`src/hdl/hpl_pkg.sv`:
```
// shared constants, types and the cordic gain for the haversine path length unit
// no dependencies; imported by every module of the block
`default_nettype none

package hpl_pkg;

  localparam int FRAC     = 30;           // fraction bits of trig values and angles
  localparam int ANG_W    = 36;           // internal angle and trig width, signed
  localparam int RAD_W    = 32;           // stored radians, Q4.28
  localparam int LAT_W    = 28;
  localparam int LON_W    = 29;
  localparam int SEG_W    = 35;
  localparam int TOT_W    = 48;
  localparam int RADIUS_W = 23;
  localparam int R1K_W    = 33;           // radius times 1000
  localparam int MUL_W    = 33;           // shared multiplier operand width
  localparam int ITER_W   = 5;
  localparam int ROOT_W   = FRAC + 1;
  localparam int QDEPTH   = 2;
  localparam int QPTR_W   = $clog2(QDEPTH);
  localparam int QCNT_W   = $clog2(QDEPTH + 1);

  // pi/180e6 in Q60, divided by 16 (its low four bits are zero)
  localparam logic [30:0] DEG_SCALE_C = 31'd1257642267;
  localparam int DEG_SHIFT = 28;

  localparam logic [R1K_W-1:0] R1K_RESET = 33'd6371000000;

  localparam logic signed [ANG_W-1:0] ONE_F     = 36'sd1073741824;
  localparam logic signed [ANG_W-1:0] PI_F      = 36'sd3373259426;
  localparam logic signed [ANG_W-1:0] NEG_PI_F  = -36'sd3373259426;
  localparam logic signed [ANG_W-1:0] HALF_PI_F = 36'sd1686629713;
  localparam logic signed [ANG_W-1:0] NEG_HALF_PI_F = -36'sd1686629713;
  localparam logic signed [ANG_W-1:0] TWO_PI_F  = 36'sd6746518852;

  localparam logic signed [ANG_W-1:0] ATAN_TAB [FRAC] = '{
    36'sd843314857, 36'sd497837829, 36'sd263043837, 36'sd133525159,
    36'sd67021687,  36'sd33543516,  36'sd16775851,  36'sd8388437,
    36'sd4194283,   36'sd2097149,   36'sd1048576,   36'sd524288,
    36'sd262144,    36'sd131072,    36'sd65536,     36'sd32768,
    36'sd16384,     36'sd8192,      36'sd4096,      36'sd2048,
    36'sd1024,      36'sd512,       36'sd256,       36'sd128,
    36'sd64,        36'sd32,        36'sd16,        36'sd8,
    36'sd4,         36'sd2
  };

  // item kinds decided at the front
  localparam logic [1:0] KIND_START = 2'd0;
  localparam logic [1:0] KIND_FIRST = 2'd1;
  localparam logic [1:0] KIND_SEG   = 2'd2;

  typedef struct packed {
    logic signed [LAT_W-1:0] lat;
    logic signed [LON_W-1:0] lon;
    logic [1:0]              kind;
  } hpl_item_t;

  typedef struct packed {
    logic                    start;
    logic                    vec;
    logic signed [ANG_W-1:0] x0;
    logic signed [ANG_W-1:0] y0;
    logic signed [ANG_W-1:0] z0;
  } hpl_cor_cmd_t;

  typedef struct packed {
    logic                    busy;
    logic                    done;
    logic signed [ANG_W-1:0] x;
    logic signed [ANG_W-1:0] y;
    logic signed [ANG_W-1:0] z;
  } hpl_cor_rsp_t;

  typedef struct packed {
    logic            start;
    logic [FRAC:0]   a;
  } hpl_sq_cmd_t;

  typedef struct packed {
    logic              busy;
    logic              done;
    logic [ROOT_W-1:0] root;
  } hpl_sq_rsp_t;

  // start value of x that cancels the cordic gain, floor(2^2F / (G * 2^F)) with G the fixed-point gain
  function automatic logic signed [ANG_W-1:0] calc_gain();
    longint x;
    longint y;
    longint z;
    longint dx;
    longint dy;
    longint r;
    longint q;
    x = longint'(1) <<< FRAC;
    y = 0;
    z = 0;
    for (int i = 0; i < FRAC; i++) begin
      dx = y >>> i;
      dy = x >>> i;
      if (z >= 0) begin
        x = x - dx;
        y = y + dy;
        z = z - longint'(ATAN_TAB[i]);
      end else begin
        x = x + dx;
        y = y - dy;
        z = z + longint'(ATAN_TAB[i]);
      end
    end
    r = longint'(1) <<< FRAC;
    q = 0;
    for (int i = 0; i < FRAC; i++) begin
      r = r <<< 1;
      q = q <<< 1;
      if (r >= x) begin
        r = r - x;
        q = q | 1;
      end
    end
    return ANG_W'(q);
  endfunction

  localparam logic signed [ANG_W-1:0] K_GAIN = calc_gain();

endpackage

`default_nettype wire

```
`src/hdl/hpl_back.sv`:
```
// back part: sequencer with shared multiplier, drives the cordic and square root units,
// accumulates the path total and holds the result register; depends on hpl_pkg
`default_nettype none

module hpl_back import hpl_pkg::*; (
  input  logic                 clk_i,
  input  logic                 rst_ni,
  input  hpl_item_t            item_i,
  input  logic                 item_valid_i,
  output logic                 item_pop_o,
  input  logic                 cfg_valid_i,
  input  logic [RADIUS_W-1:0]  cfg_data_i,
  output hpl_cor_cmd_t         cor_cmd_o,
  input  hpl_cor_rsp_t         cor_rsp_i,
  output hpl_sq_cmd_t          sq_cmd_o,
  input  hpl_sq_rsp_t          sq_rsp_i,
  output logic                 out_valid_o,
  input  logic                 pop_i,
  output logic [SEG_W-1:0]     segment_mm_o,
  output logic [TOT_W-1:0]     total_mm_o,
  output logic                 segment_valid_o
);

  localparam int MUL_P = 2 * MUL_W;
  localparam int A_W   = MUL_W + 2;

  localparam logic [4:0] ST_IDLE = 5'd0;
  localparam logic [4:0] ST_MLAT = 5'd1;
  localparam logic [4:0] ST_MLON = 5'd2;
  localparam logic [4:0] ST_KIND = 5'd3;
  localparam logic [4:0] ST_C0   = 5'd4;
  localparam logic [4:0] ST_C1   = 5'd5;
  localparam logic [4:0] ST_C2   = 5'd6;
  localparam logic [4:0] ST_C3   = 5'd7;
  localparam logic [4:0] ST_M1   = 5'd8;
  localparam logic [4:0] ST_M2   = 5'd9;
  localparam logic [4:0] ST_M3   = 5'd10;
  localparam logic [4:0] ST_M4   = 5'd11;
  localparam logic [4:0] ST_M5   = 5'd12;
  localparam logic [4:0] ST_M6   = 5'd13;
  localparam logic [4:0] ST_SQ0  = 5'd14;
  localparam logic [4:0] ST_SQ1  = 5'd15;
  localparam logic [4:0] ST_VEC  = 5'd16;
  localparam logic [4:0] ST_F1   = 5'd17;
  localparam logic [4:0] ST_F2   = 5'd18;
  localparam logic [4:0] ST_DONE = 5'd19;

  localparam logic [FRAC:0]      ONE_A  = {1'b1, {FRAC{1'b0}}};
  localparam logic signed [A_W-1:0] ONE_AS = A_W'(ONE_F);
  localparam logic [MUL_P-1:0]   RAD_RND = MUL_P'(1) << (DEG_SHIFT - 1);

  function automatic logic [MUL_W-1:0] mag_of(input logic signed [ANG_W-1:0] v);
    logic [ANG_W-1:0] m;
    m = v[ANG_W-1] ? ANG_W'(-v) : ANG_W'(v);
    return m[MUL_W-1:0];
  endfunction

  logic [4:0]              state_q, state_d;
  logic [1:0]              kind_q;
  logic signed [LAT_W-1:0] lat_raw_q;
  logic signed [LON_W-1:0] lon_raw_q;
  logic signed [RAD_W-1:0] lat_rad_q, lon_rad_q, prev_lat_q, prev_lon_q, rad_conv;
  logic [MUL_P-1:0]        mul_q, rad_rnd;
  logic [MUL_W-1:0]        mul_a, mul_b;
  logic [LAT_W-1:0]        lat_mag;
  logic [LON_W-1:0]        lon_mag;
  logic signed [ANG_W-1:0] sd_q, sl_q, c1_q, c2_q, cos_res;
  logic                    neg_q;
  logic [MUL_W-1:0]        sq1_q, sq2_q, cc_q, prod_f;
  logic [FRAC:0]           a_q, a_cl;
  logic signed [A_W-1:0]   a_s;
  logic                    a_pos;
  logic [ROOT_W-1:0]       yroot_q;
  logic [MUL_W-1:0]        ang_q;
  logic [SEG_W-1:0]        seg_q, seg_fin;
  logic                    segv_q;
  logic [TOT_W-1:0]        total_q;
  logic [TOT_W:0]          total_sum;
  logic [R1K_W-1:0]        r1000_q;
  logic [MUL_P-FRAC+1:0]   d_rnd;
  logic signed [ANG_W-1:0] t_sel, t_red, t_fold;
  logic                    t_neg;
  logic                    out_valid_q, out_segv_q;
  logic [SEG_W-1:0]        out_seg_q;
  logic [TOT_W-1:0]        out_tot_q;

  assign item_pop_o = (state_q == ST_IDLE) && item_valid_i;

  assign lat_mag = lat_raw_q[LAT_W-1] ? LAT_W'(-lat_raw_q) : LAT_W'(lat_raw_q);
  assign lon_mag = lon_raw_q[LON_W-1] ? LON_W'(-lon_raw_q) : LON_W'(lon_raw_q);

  // microdegrees to radians: round half up on the magnitude, then apply the sign
  assign rad_rnd = mul_q + RAD_RND;

  always_comb begin
    logic [RAD_W-1:0] mg;
    logic             neg;
    mg  = RAD_W'(rad_rnd[DEG_SHIFT +: RAD_W-1]);
    neg = (state_q == ST_MLON) ? lat_raw_q[LAT_W-1] : lon_raw_q[LON_W-1];
    rad_conv = neg ? -$signed(mg) : $signed(mg);
  end

  // shared multiplier operand select
  always_comb begin
    mul_a = '0;
    mul_b = '0;
    case (state_q)
      ST_MLAT: begin
        mul_a = MUL_W'(lat_mag);
        mul_b = MUL_W'(DEG_SCALE_C);
      end
      ST_MLON: begin
        mul_a = MUL_W'(lon_mag);
        mul_b = MUL_W'(DEG_SCALE_C);
      end
      ST_M1: begin
        mul_a = mag_of(sd_q);
        mul_b = mag_of(sd_q);
      end
      ST_M2: begin
        mul_a = mag_of(sl_q);
        mul_b = mag_of(sl_q);
      end
      ST_M3: begin
        mul_a = mag_of(c1_q);
        mul_b = mag_of(c2_q);
      end
      ST_M5: begin
        mul_a = cc_q;
        mul_b = sq2_q;
      end
      ST_F1: begin
        mul_a = ang_q;
        mul_b = r1000_q;
      end
      default: begin
        mul_a = '0;
        mul_b = '0;
      end
    endcase
  end

  assign prod_f = mul_q[FRAC +: MUL_W];

  // angle fed to the cordic for the next rotation
  always_comb begin
    case (state_q)
      ST_KIND: t_sel = (ANG_W'(lat_rad_q) - ANG_W'(prev_lat_q)) <<< 1;
      ST_C0:   t_sel = (ANG_W'(lon_rad_q) - ANG_W'(prev_lon_q)) <<< 1;
      ST_C1:   t_sel = ANG_W'(prev_lat_q) <<< 2;
      ST_C2:   t_sel = ANG_W'(lat_rad_q) <<< 2;
      default: t_sel = '0;
    endcase
    if (t_sel > PI_F) begin
      t_red = t_sel - TWO_PI_F;
    end else if (t_sel < NEG_PI_F) begin
      t_red = t_sel + TWO_PI_F;
    end else begin
      t_red = t_sel;
    end
    // fold into the right half plane, cosine changes sign
    if (t_red > HALF_PI_F) begin
      t_fold = PI_F - t_red;
      t_neg  = 1'b1;
    end else if (t_red < NEG_HALF_PI_F) begin
      t_fold = NEG_PI_F - t_red;
      t_neg  = 1'b1;
    end else begin
      t_fold = t_red;
      t_neg  = 1'b0;
    end
  end

  assign cos_res = neg_q ? -cor_rsp_i.x : cor_rsp_i.x;

  // haversine term a, negative cosine product lowers it
  always_comb begin
    if (c1_q[ANG_W-1] != c2_q[ANG_W-1]) begin
      a_s = $signed(A_W'(sq1_q)) - $signed(A_W'(prod_f));
    end else begin
      a_s = $signed(A_W'(sq1_q)) + $signed(A_W'(prod_f));
    end
    a_pos = (a_s > 0);
    a_cl  = (a_s > ONE_AS) ? ONE_A : a_s[FRAC:0];
  end

  assign d_rnd   = (MUL_P-FRAC+2)'(mul_q[MUL_P-1:FRAC-1]) + 1'b1;
  assign seg_fin = d_rnd[SEG_W:1];

  assign total_sum = {1'b0, total_q} + (TOT_W+1)'(seg_q);

  always_comb begin
    cor_cmd_o.start = 1'b0;
    cor_cmd_o.vec   = 1'b0;
    cor_cmd_o.x0    = K_GAIN;
    cor_cmd_o.y0    = '0;
    cor_cmd_o.z0    = t_fold;
    sq_cmd_o.start  = 1'b0;
    sq_cmd_o.a      = a_cl;
    case (state_q)
      ST_KIND: cor_cmd_o.start = (kind_q == KIND_SEG);
      ST_C0, ST_C1, ST_C2: cor_cmd_o.start = cor_rsp_i.done;
      ST_M6: sq_cmd_o.start = a_pos;
      ST_SQ0: begin
        sq_cmd_o.start = sq_rsp_i.done;
        sq_cmd_o.a     = ONE_A - a_q;
      end
      ST_SQ1: begin
        cor_cmd_o.start = sq_rsp_i.done;
        cor_cmd_o.vec   = 1'b1;
        cor_cmd_o.x0    = ANG_W'({1'b0, sq_rsp_i.root});
        cor_cmd_o.y0    = ANG_W'({1'b0, yroot_q});
        cor_cmd_o.z0    = '0;
      end
      default: begin
        cor_cmd_o.start = 1'b0;
      end
    endcase
  end

  always_comb begin
    state_d = state_q;
    case (state_q)
      ST_IDLE: if (item_valid_i) state_d = ST_MLAT;
      ST_MLAT: state_d = ST_MLON;
      ST_MLON: state_d = ST_KIND;
      ST_KIND: state_d = (kind_q == KIND_SEG) ? ST_C0 : ST_DONE;
      ST_C0:   if (cor_rsp_i.done) state_d = ST_C1;
      ST_C1:   if (cor_rsp_i.done) state_d = ST_C2;
      ST_C2:   if (cor_rsp_i.done) state_d = ST_C3;
      ST_C3:   if (cor_rsp_i.done) state_d = ST_M1;
      ST_M1:   state_d = ST_M2;
      ST_M2:   state_d = ST_M3;
      ST_M3:   state_d = ST_M4;
      ST_M4:   state_d = ST_M5;
      ST_M5:   state_d = ST_M6;
      ST_M6:   state_d = a_pos ? ST_SQ0 : ST_DONE;
      ST_SQ0:  if (sq_rsp_i.done) state_d = ST_SQ1;
      ST_SQ1:  if (sq_rsp_i.done) state_d = ST_VEC;
      ST_VEC:  if (cor_rsp_i.done) state_d = ST_F1;
      ST_F1:   state_d = ST_F2;
      ST_F2:   state_d = ST_DONE;
      ST_DONE: if (!out_valid_q) state_d = ST_IDLE;
      default: state_d = ST_IDLE;
    endcase
  end

  always_ff @(posedge clk_i or negedge rst_ni) begin
    if (!rst_ni) begin
      state_q     <= ST_IDLE;
      prev_lat_q  <= '0;
      prev_lon_q  <= '0;
      total_q     <= '0;
      r1000_q     <= R1K_RESET;
      out_valid_q <= 1'b0;
    end else begin
      state_q <= state_d;
      if (cfg_valid_i) begin
        r1000_q <= (R1K_W'(cfg_data_i) << 10) - (R1K_W'(cfg_data_i) << 4)
                 - (R1K_W'(cfg_data_i) << 3);
      end
      if (pop_i && out_valid_q) begin
        out_valid_q <= 1'b0;
      end
      if (state_q == ST_DONE && !out_valid_q) begin
        out_valid_q <= 1'b1;
        prev_lat_q  <= lat_rad_q;
        prev_lon_q  <= lon_rad_q;
        case (kind_q)
          KIND_START: total_q <= '0;
          KIND_SEG:   total_q <= total_sum[TOT_W] ? '1 : total_sum[TOT_W-1:0];
          default:    total_q <= total_q;
        endcase
      end
    end
  end

  always_ff @(posedge clk_i) begin
    mul_q <= mul_a * mul_b;
    case (state_q)
      ST_IDLE: begin
        lat_raw_q <= item_i.lat;
        lon_raw_q <= item_i.lon;
        kind_q    <= item_i.kind;
      end
      ST_MLON: lat_rad_q <= rad_conv;
      ST_KIND: begin
        lon_rad_q <= rad_conv;
        seg_q     <= '0;
        segv_q    <= 1'b0;
        neg_q     <= t_neg;
      end
      ST_C0: if (cor_rsp_i.done) begin
        sd_q  <= cor_rsp_i.y;
        neg_q <= t_neg;
      end
      ST_C1: if (cor_rsp_i.done) begin
        sl_q  <= cor_rsp_i.y;
        neg_q <= t_neg;
      end
      ST_C2: if (cor_rsp_i.done) begin
        c1_q  <= cos_res;
        neg_q <= t_neg;
      end
      ST_C3: if (cor_rsp_i.done) c2_q <= cos_res;
      ST_M2: sq1_q <= prod_f;
      ST_M3: sq2_q <= prod_f;
      ST_M4: cc_q <= prod_f;
      ST_M6: begin
        a_q    <= a_cl;
        seg_q  <= '0;
        segv_q <= 1'b1;
      end
      ST_SQ0: if (sq_rsp_i.done) yroot_q <= sq_rsp_i.root;
      ST_VEC: if (cor_rsp_i.done) begin
        // central angle is twice the vectoring result, never negative
        ang_q <= cor_rsp_i.z[ANG_W-1] ? '0 : {cor_rsp_i.z[MUL_W-2:0], 1'b0};
      end
      ST_F2: seg_q <= seg_fin;
      ST_DONE: if (!out_valid_q) begin
        out_seg_q  <= seg_q;
        out_segv_q <= segv_q;
        case (kind_q)
          KIND_START: out_tot_q <= '0;
          KIND_SEG:   out_tot_q <= total_sum[TOT_W] ? '1 : total_sum[TOT_W-1:0];
          default:    out_tot_q <= total_q;
        endcase
      end
      default: begin
      end
    endcase
  end

  assign out_valid_o     = out_valid_q;
  assign segment_mm_o    = out_seg_q;
  assign total_mm_o      = out_tot_q;
  assign segment_valid_o = out_segv_q;

endmodule

`default_nettype wire

```
`config.mk`:
```
export PLATFORM = sky130hd
export DESIGN_NAME = hpl_back
export DESIGN_NICKNAME = d
export VERILOG_FILES = /design/src/hdl/hpl_pkg.sv /design/src/hdl/hpl_back.sv
export SDC_FILE = /design/constraint.sdc
export NUM_CORES = 2
export LEC_CHECK = 0
export ABC_AREA = 1
export BUFFER_PORTS_ARGS = -buffer_cell sky130_fd_sc_hd__buf_4
export CORE_MARGIN = 5
export CORE_UTILIZATION = 55
export CTS_CLUSTER_DIAMETER = 30
export DETAILED_ROUTE_END_ITERATION = 6
export PLACE_DENSITY = 0.78
export REMOVE_ABC_BUFFERS = 1
export SYNTH_ARGS = -nofsm -noshare
export SYNTH_HDL_FRONTEND = slang
export SYNTH_SLANG_ARGS = --single-unit
```
`constraint.sdc`:
```
create_clock -name clk_i -period 9 [get_ports clk_i]
set_input_delay 0.9 -clock clk_i [delete_from_list [all_inputs] [get_ports clk_i]]
set_output_delay 0.9 -clock clk_i [all_outputs]
set_load 0.01 [all_outputs]
```
==> flow_summary.html <==
<table>
<tr><th>Metric</th><th>Value</th></tr>
<tr><th colspan="2">Floorplan</th></tr>
<tr><td>Effective utilization at floorplan</td><td>0.5518</td></tr>
<tr><td>Vertical die dimension</td><td>413.4 µm</td></tr>
<tr><td>Area enclosed by the die boundary</td><td>0.1709 mm²</td></tr>
<tr><td>Number of top-level pins</td><td>458</td></tr>
<tr><td>Standard-cell rows</td><td>148</td></tr>
<tr><td>Placeable core area</td><td>0.1622 mm²</td></tr>
<tr><td>Die width</td><td>413.4 µm</td></tr>
<tr><th colspan="2">Timing</th></tr>
<tr><td>Unrepaired setup endpoints after global routing</td><td>true</td></tr>
<tr><td>Setup Skew</td><td>0.09515 ns</td></tr>
<tr><td>Smallest setup slack after layout</td><td>-0.8583 ns</td></tr>
<tr><td>Total count of max-transition violations in the final report</td><td>0</td></tr>
<tr><td>Final count of negative-setup-slack endpoints</td><td>38</td></tr>
<tr><td>Slew headroom</td><td>0.1772</td></tr>
<tr><td>Total Neg Setup Slack</td><td>-23.61 ns</td></tr>
<tr><td>Endpoints failing hold</td><td>0</td></tr>
<tr><td>Crit share post-route</td><td>1.095</td></tr>
<tr><td>Transition at the pin with the smallest max-transition slack</td><td>1.231 ns</td></tr>
<tr><td>Fmax achieved</td><td>101.4 MHz</td></tr>
<tr><td>Clock period minus worst slack</td><td>9.858 ns</td></tr>
<tr><th colspan="2">Synth</th></tr>
<tr><td>Prevailing post-synth register cell</td><td>sky130_fd_sc_hd__edfxtp_1</td></tr>
<tr><td>Dominant cells by area after synthesis</td><td>sky130_fd_sc_hd__fa_1 22%, sky130_fd_sc_hd__edfxtp_1 19%, sky130_fd_sc_hd__nand2_1 11%</td></tr>
<tr><td>Portion of netlist area occupied by mux cells</td><td>0.0003355</td></tr>
<tr><td>Area share of fa/ha/maj cells after synthesis</td><td>0.2848</td></tr>
<tr><td>Cells after Synth</td><td>11790</td></tr>
<tr><td>Sequential fraction of the synthesis area</td><td>0.2424</td></tr>
<tr><td>Largest family of logic cells by synthesized area</td><td>adder cells</td></tr>
<tr><td>Post-synthesis cell area</td><td>0.08951 mm²</td></tr>
<tr><td>Simple-gate portion of the synthesized area</td><td>0.2380</td></tr>
<tr><td>Leading cell type by number of instances after synthesis</td><td>sky130_fd_sc_hd__nand2_1</td></tr>
<tr><td>Post-synthesis cell type with the largest combined area</td><td>sky130_fd_sc_hd__fa_1</td></tr>
<tr><td>Number of synthesized register bits</td><td>759</td></tr>
<tr><td>Yosys cell types</td><td>74</td></tr>
<tr><td>Avg Inst Size Synth</td><td>7.591 µm²</td></tr>
<tr><td>Async set or reset register ratio after synthesis</td><td>0.1950</td></tr>
<tr><td>Xor/xnor share of the synthesized area</td><td>0.03092</td></tr>
<tr><td>Yosys warnings</td><td>0</td></tr>
<tr><td>Share of the synthesized area in compound gates (AO/OA/AOI/OAI)</td><td>0.08517</td></tr>
<tr><td>Proportion of netlist area held by the largest area contributor</td><td>0.2185</td></tr>
<tr><td>Count of flip-flops with a built-in enable after synthesis</td><td>573</td></tr>
<tr><td>Post-synth top cells</td><td>2740 x sky130_fd_sc_hd__nand2_1, 2320 x sky130_fd_sc_hd__inv_1, 1363 x sky130_fd_sc_hd__nor2_1, 977 x sky130_fd_sc_hd__fa_1, 575 x sky130_fd_sc_hd__o21ai_0</td></tr>
<tr><th colspan="2">Flow run</th></tr>
<tr><td>Max Cap Viol</td><td>0</td></tr>
<tr><th colspan="2">Cells and area</th></tr>
<tr><td>Nets</td><td>14750</td></tr>
<tr><td>Synth-to-Final Area Change</td><td>24.18%</td></tr>
<tr><td>Share of final-layout standard cells stronger than drive strength 1</td><td>0.1804</td></tr>
<tr><th colspan="2">Clocking</th></tr>
<tr><td>Hold buffer count at CTS</td><td>0</td></tr>
<tr><td>Htree depth</td><td>4</td></tr>
<tr><td>Clock latency at the later pin of the worst-skew pair</td><td>0.86 ns</td></tr>
<tr><td>Maximum number of buffers from clock root to sink</td><td>3</td></tr>
<tr><td>Number of buffers created by CTS</td><td>177</td></tr>
<tr><td>TritonCTS clock tree</td><td>done</td></tr>
<tr><td>Number of sinks handled by clock tree synthesis</td><td>759</td></tr>
<tr><td>CTS root buffer</td><td>sky130_fd_sc_hd__clkbuf_16</td></tr>
<tr><td>Clock-pin slew reported for the worst setup and hold paths after clock tree synthesis</td><td>0.06 ns</td></tr>
<tr><th colspan="2">Worst setup path</th></tr>
<tr><td>Most numerous cell on the critical path</td><td>sky130_fd_sc_hd__buf_4</td></tr>
<tr><td>Largest fanout on the critical path</td><td>15</td></tr>
<tr><td>CP startpoint kind</td><td>flop</td></tr>
<tr><td>Highest-delay cell along the critical path</td><td>sky130_fd_sc_hd__fa_1</td></tr>
<tr><td>Highest cell delay on the worst timing path</td><td>0.58 ns</td></tr>
<tr><td>Capturing element type of the critical path</td><td>flop</td></tr>
<tr><td>Data arrival time of the critical path</td><td>10.56 ns</td></tr>
<tr><td>Classification of the worst setup path</td><td>flop to flop</td></tr>
<tr><td>Worst Path Required</td><td>9.70 ns</td></tr>
<tr><th colspan="2">GRT</th></tr>
<tr><td>GRT Total Usage</td><td>0.4086</td></tr>
<tr><td>Largest net degree at the start of global routing</td><td>219</td></tr>
<tr><td>Via count of the first global-routing pass</td><td>87870</td></tr>
<tr><td>First-pass GRT wire length</td><td>526700 µm</td></tr>
<tr><td>Number of antenna violations at the first check in global routing</td><td>27</td></tr>
<tr><td>Overall overflow remaining after global route</td><td>0</td></tr>
<tr><th colspan="2">Drt</th></tr>
<tr><td>Mean routed wirelength per cell</td><td>23.07 µm</td></tr>
<tr><td>Number of vias in the routed layout</td><td>88630</td></tr>
<tr><td>Remaining antenna violation count after routing</td><td>0</td></tr>
<tr><td>Average vias per placed instance</td><td>5.749</td></tr>
<tr><td>Sum of routed wire length over all layers</td><td>355700 µm</td></tr>
<tr><td># DRC</td><td>2</td></tr>
<tr><td>Initial DRC Count</td><td>10810</td></tr>
<tr><td>Detailed-router iteration count before antenna repair</td><td>7</td></tr>
<tr><th colspan="2">Placement</th></tr>
<tr><td>Routability congestion estimate from global placement</td><td>1.085</td></tr>
<tr><td>Quantity of I/O buffers inserted on ports</td><td>439</td></tr>
<tr><td>HPWL after detailed placement</td><td>285000 µm</td></tr>
<tr><th colspan="2">Min path</th></tr>
<tr><td>Hold/Removal Path Class</td><td>input pin to asynchronous set/reset pin</td></tr>
<tr><th colspan="2">Outcome</th></tr>
<tr><td>Violated checks</td><td>DRC, setup timing</td></tr>
<tr><td>Result of the run</td><td>finished with violations</td></tr>
</table>
cell families after synthesis:
kind of cell / after synthesis
other: 1
AO/OA/AOI/OAI: 1370
XOR/XNOR: 316
buffers and inverters: 2757
AND/OR/NAND/NOR: 5135
adder cells (fa/ha/maj): 1451
multiplexers: 3
flip-flops: 759
cell type report:
| class | instances | area [µm²] |
|---|---|---|
| Clock buffer | 205 | 4594 |
| Tap cell | 2175 | 2721 |
| Multi-Input combinational cell | 8286 | 59340 |
| Timing Repair Buffer | 1459 | 12000 |
| Clock inverter | 130 | 1759 |
| Fill cell | 13160 | 51060 |
| Sequential cell | 759 | 21700 |
| Antenna cell | 18 | 45.04 |
| Inverter | 2386 | 8999 |
cells in the final DEF, fill, tap and decap left out, drive strengths merged, types with 182 or more instances in the layout:
cell type  count
nand2       2772
inv         2394
buf         1458
nor2        1392
fa           977
o21ai        595
edfxtp       573
a21oi        503
nand3        494
ha           474
xor2         242
clkbuf       205
nor3         182
per-stage QoR:
| stage | cell area, µm² | utilization | setup slack, ns | hold WS, ns | cells |
|---|---|---|---|---|---|
| after floorplan | 87910 | - | -9.724 | 0.4003 | 11430 |
| after global placement | 102000 | 0.6286 | -1.141 | 0.4131 | 14990 |
| after detailed placement | 102000 | 0.6286 | -1.149 | 0.4252 | 14990 |
| after CTS | 109800 | 0.6768 | -0.7188 | 0.1584 | 15370 |
| after global routing | 111100 | 0.6850 | -1.173 | 0.2051 | 15400 |
| final | 111200 | 0.6852 | -0.8583 | 0.1529 | 15420 |
worst max-delay path: cells and delay by family, from the launching register on:
family / cells / cell delay (ns)
XOR/XNOR: 1 / 0.13
AND/OR/NAND/NOR: 13 / 1.43
adder cells (fa/ha/maj): 9 / 4.21
buffers and inverters: 22 / 2.57
flip-flops: 1 / 0.41
AO/OA/AOI/OAI: 5 / 0.93
final timing paths:
path | to | from | slack, ns | depth (start not counted)
setup reg to reg | mul_q[63]$_DFF_P_ | lon_raw_q[1]$_DFFE_PN_ | -0.86 | 50
setup / recovery | mul_q[63]$_DFF_P_ | lon_raw_q[1]$_DFFE_PN_ | -0.86 | 50
hold reg to reg | segment_valid_o$_DFFE_PP_ | segv_q$_DFFE_PP_ | 0.43 | 0
hold / removal | total_q[15]$_DFFE_PN0P_ | rst_ni | 0.15 | 1
max in group asynchronous | prev_lat_q[28]$_DFFE_PN0P_ | rst_ni | 7.06 | 2
min in group clk_i | lon_raw_q[24]$_DFFE_PN_ | item_i[26] | 0.22 | 1
routing by layer:
metal | wire length, µm | share of wire | global-route usage | up-vias
met4 | 27760 | 0.078 | 0.2527 | 34
li1 | - | - | - | 39270
met1 | 128500 | 0.36 | 0.5150 | 42240
met3 | 46400 | 0.13 | 0.1251 | 1340
met2 | 152800 | 0.43 | 0.6164 | 5745
met5 | 230 | 0.00065 | 0 | -
registers in the layout, indices dropped and copies added, names as in the netlist, 33 cells and up:
| register | cells |
|---|---|
| seg_q | 35 |
| sq1_q | 33 |
| sq2_q | 33 |
| sl_q | 34 |
| total_mm_o | 48 |
| mul_q | 38 |
| total_q | 48 |
| sd_q | 34 |
| cc_q | 33 |
| c2_q | 34 |
| c1_q | 34 |
| segment_mm_o | 35 |
timing repair:
item	4_1_cts	5_1_grt
resized for setup	299	295
buffers inserted	48	31
gates cloned	1	0
setup endpoints to repair	38	41
pin swaps	88	187
Power is not shown: default switching activity piles up to over one toggle a cycle in this logic, so the estimate is an artifact.
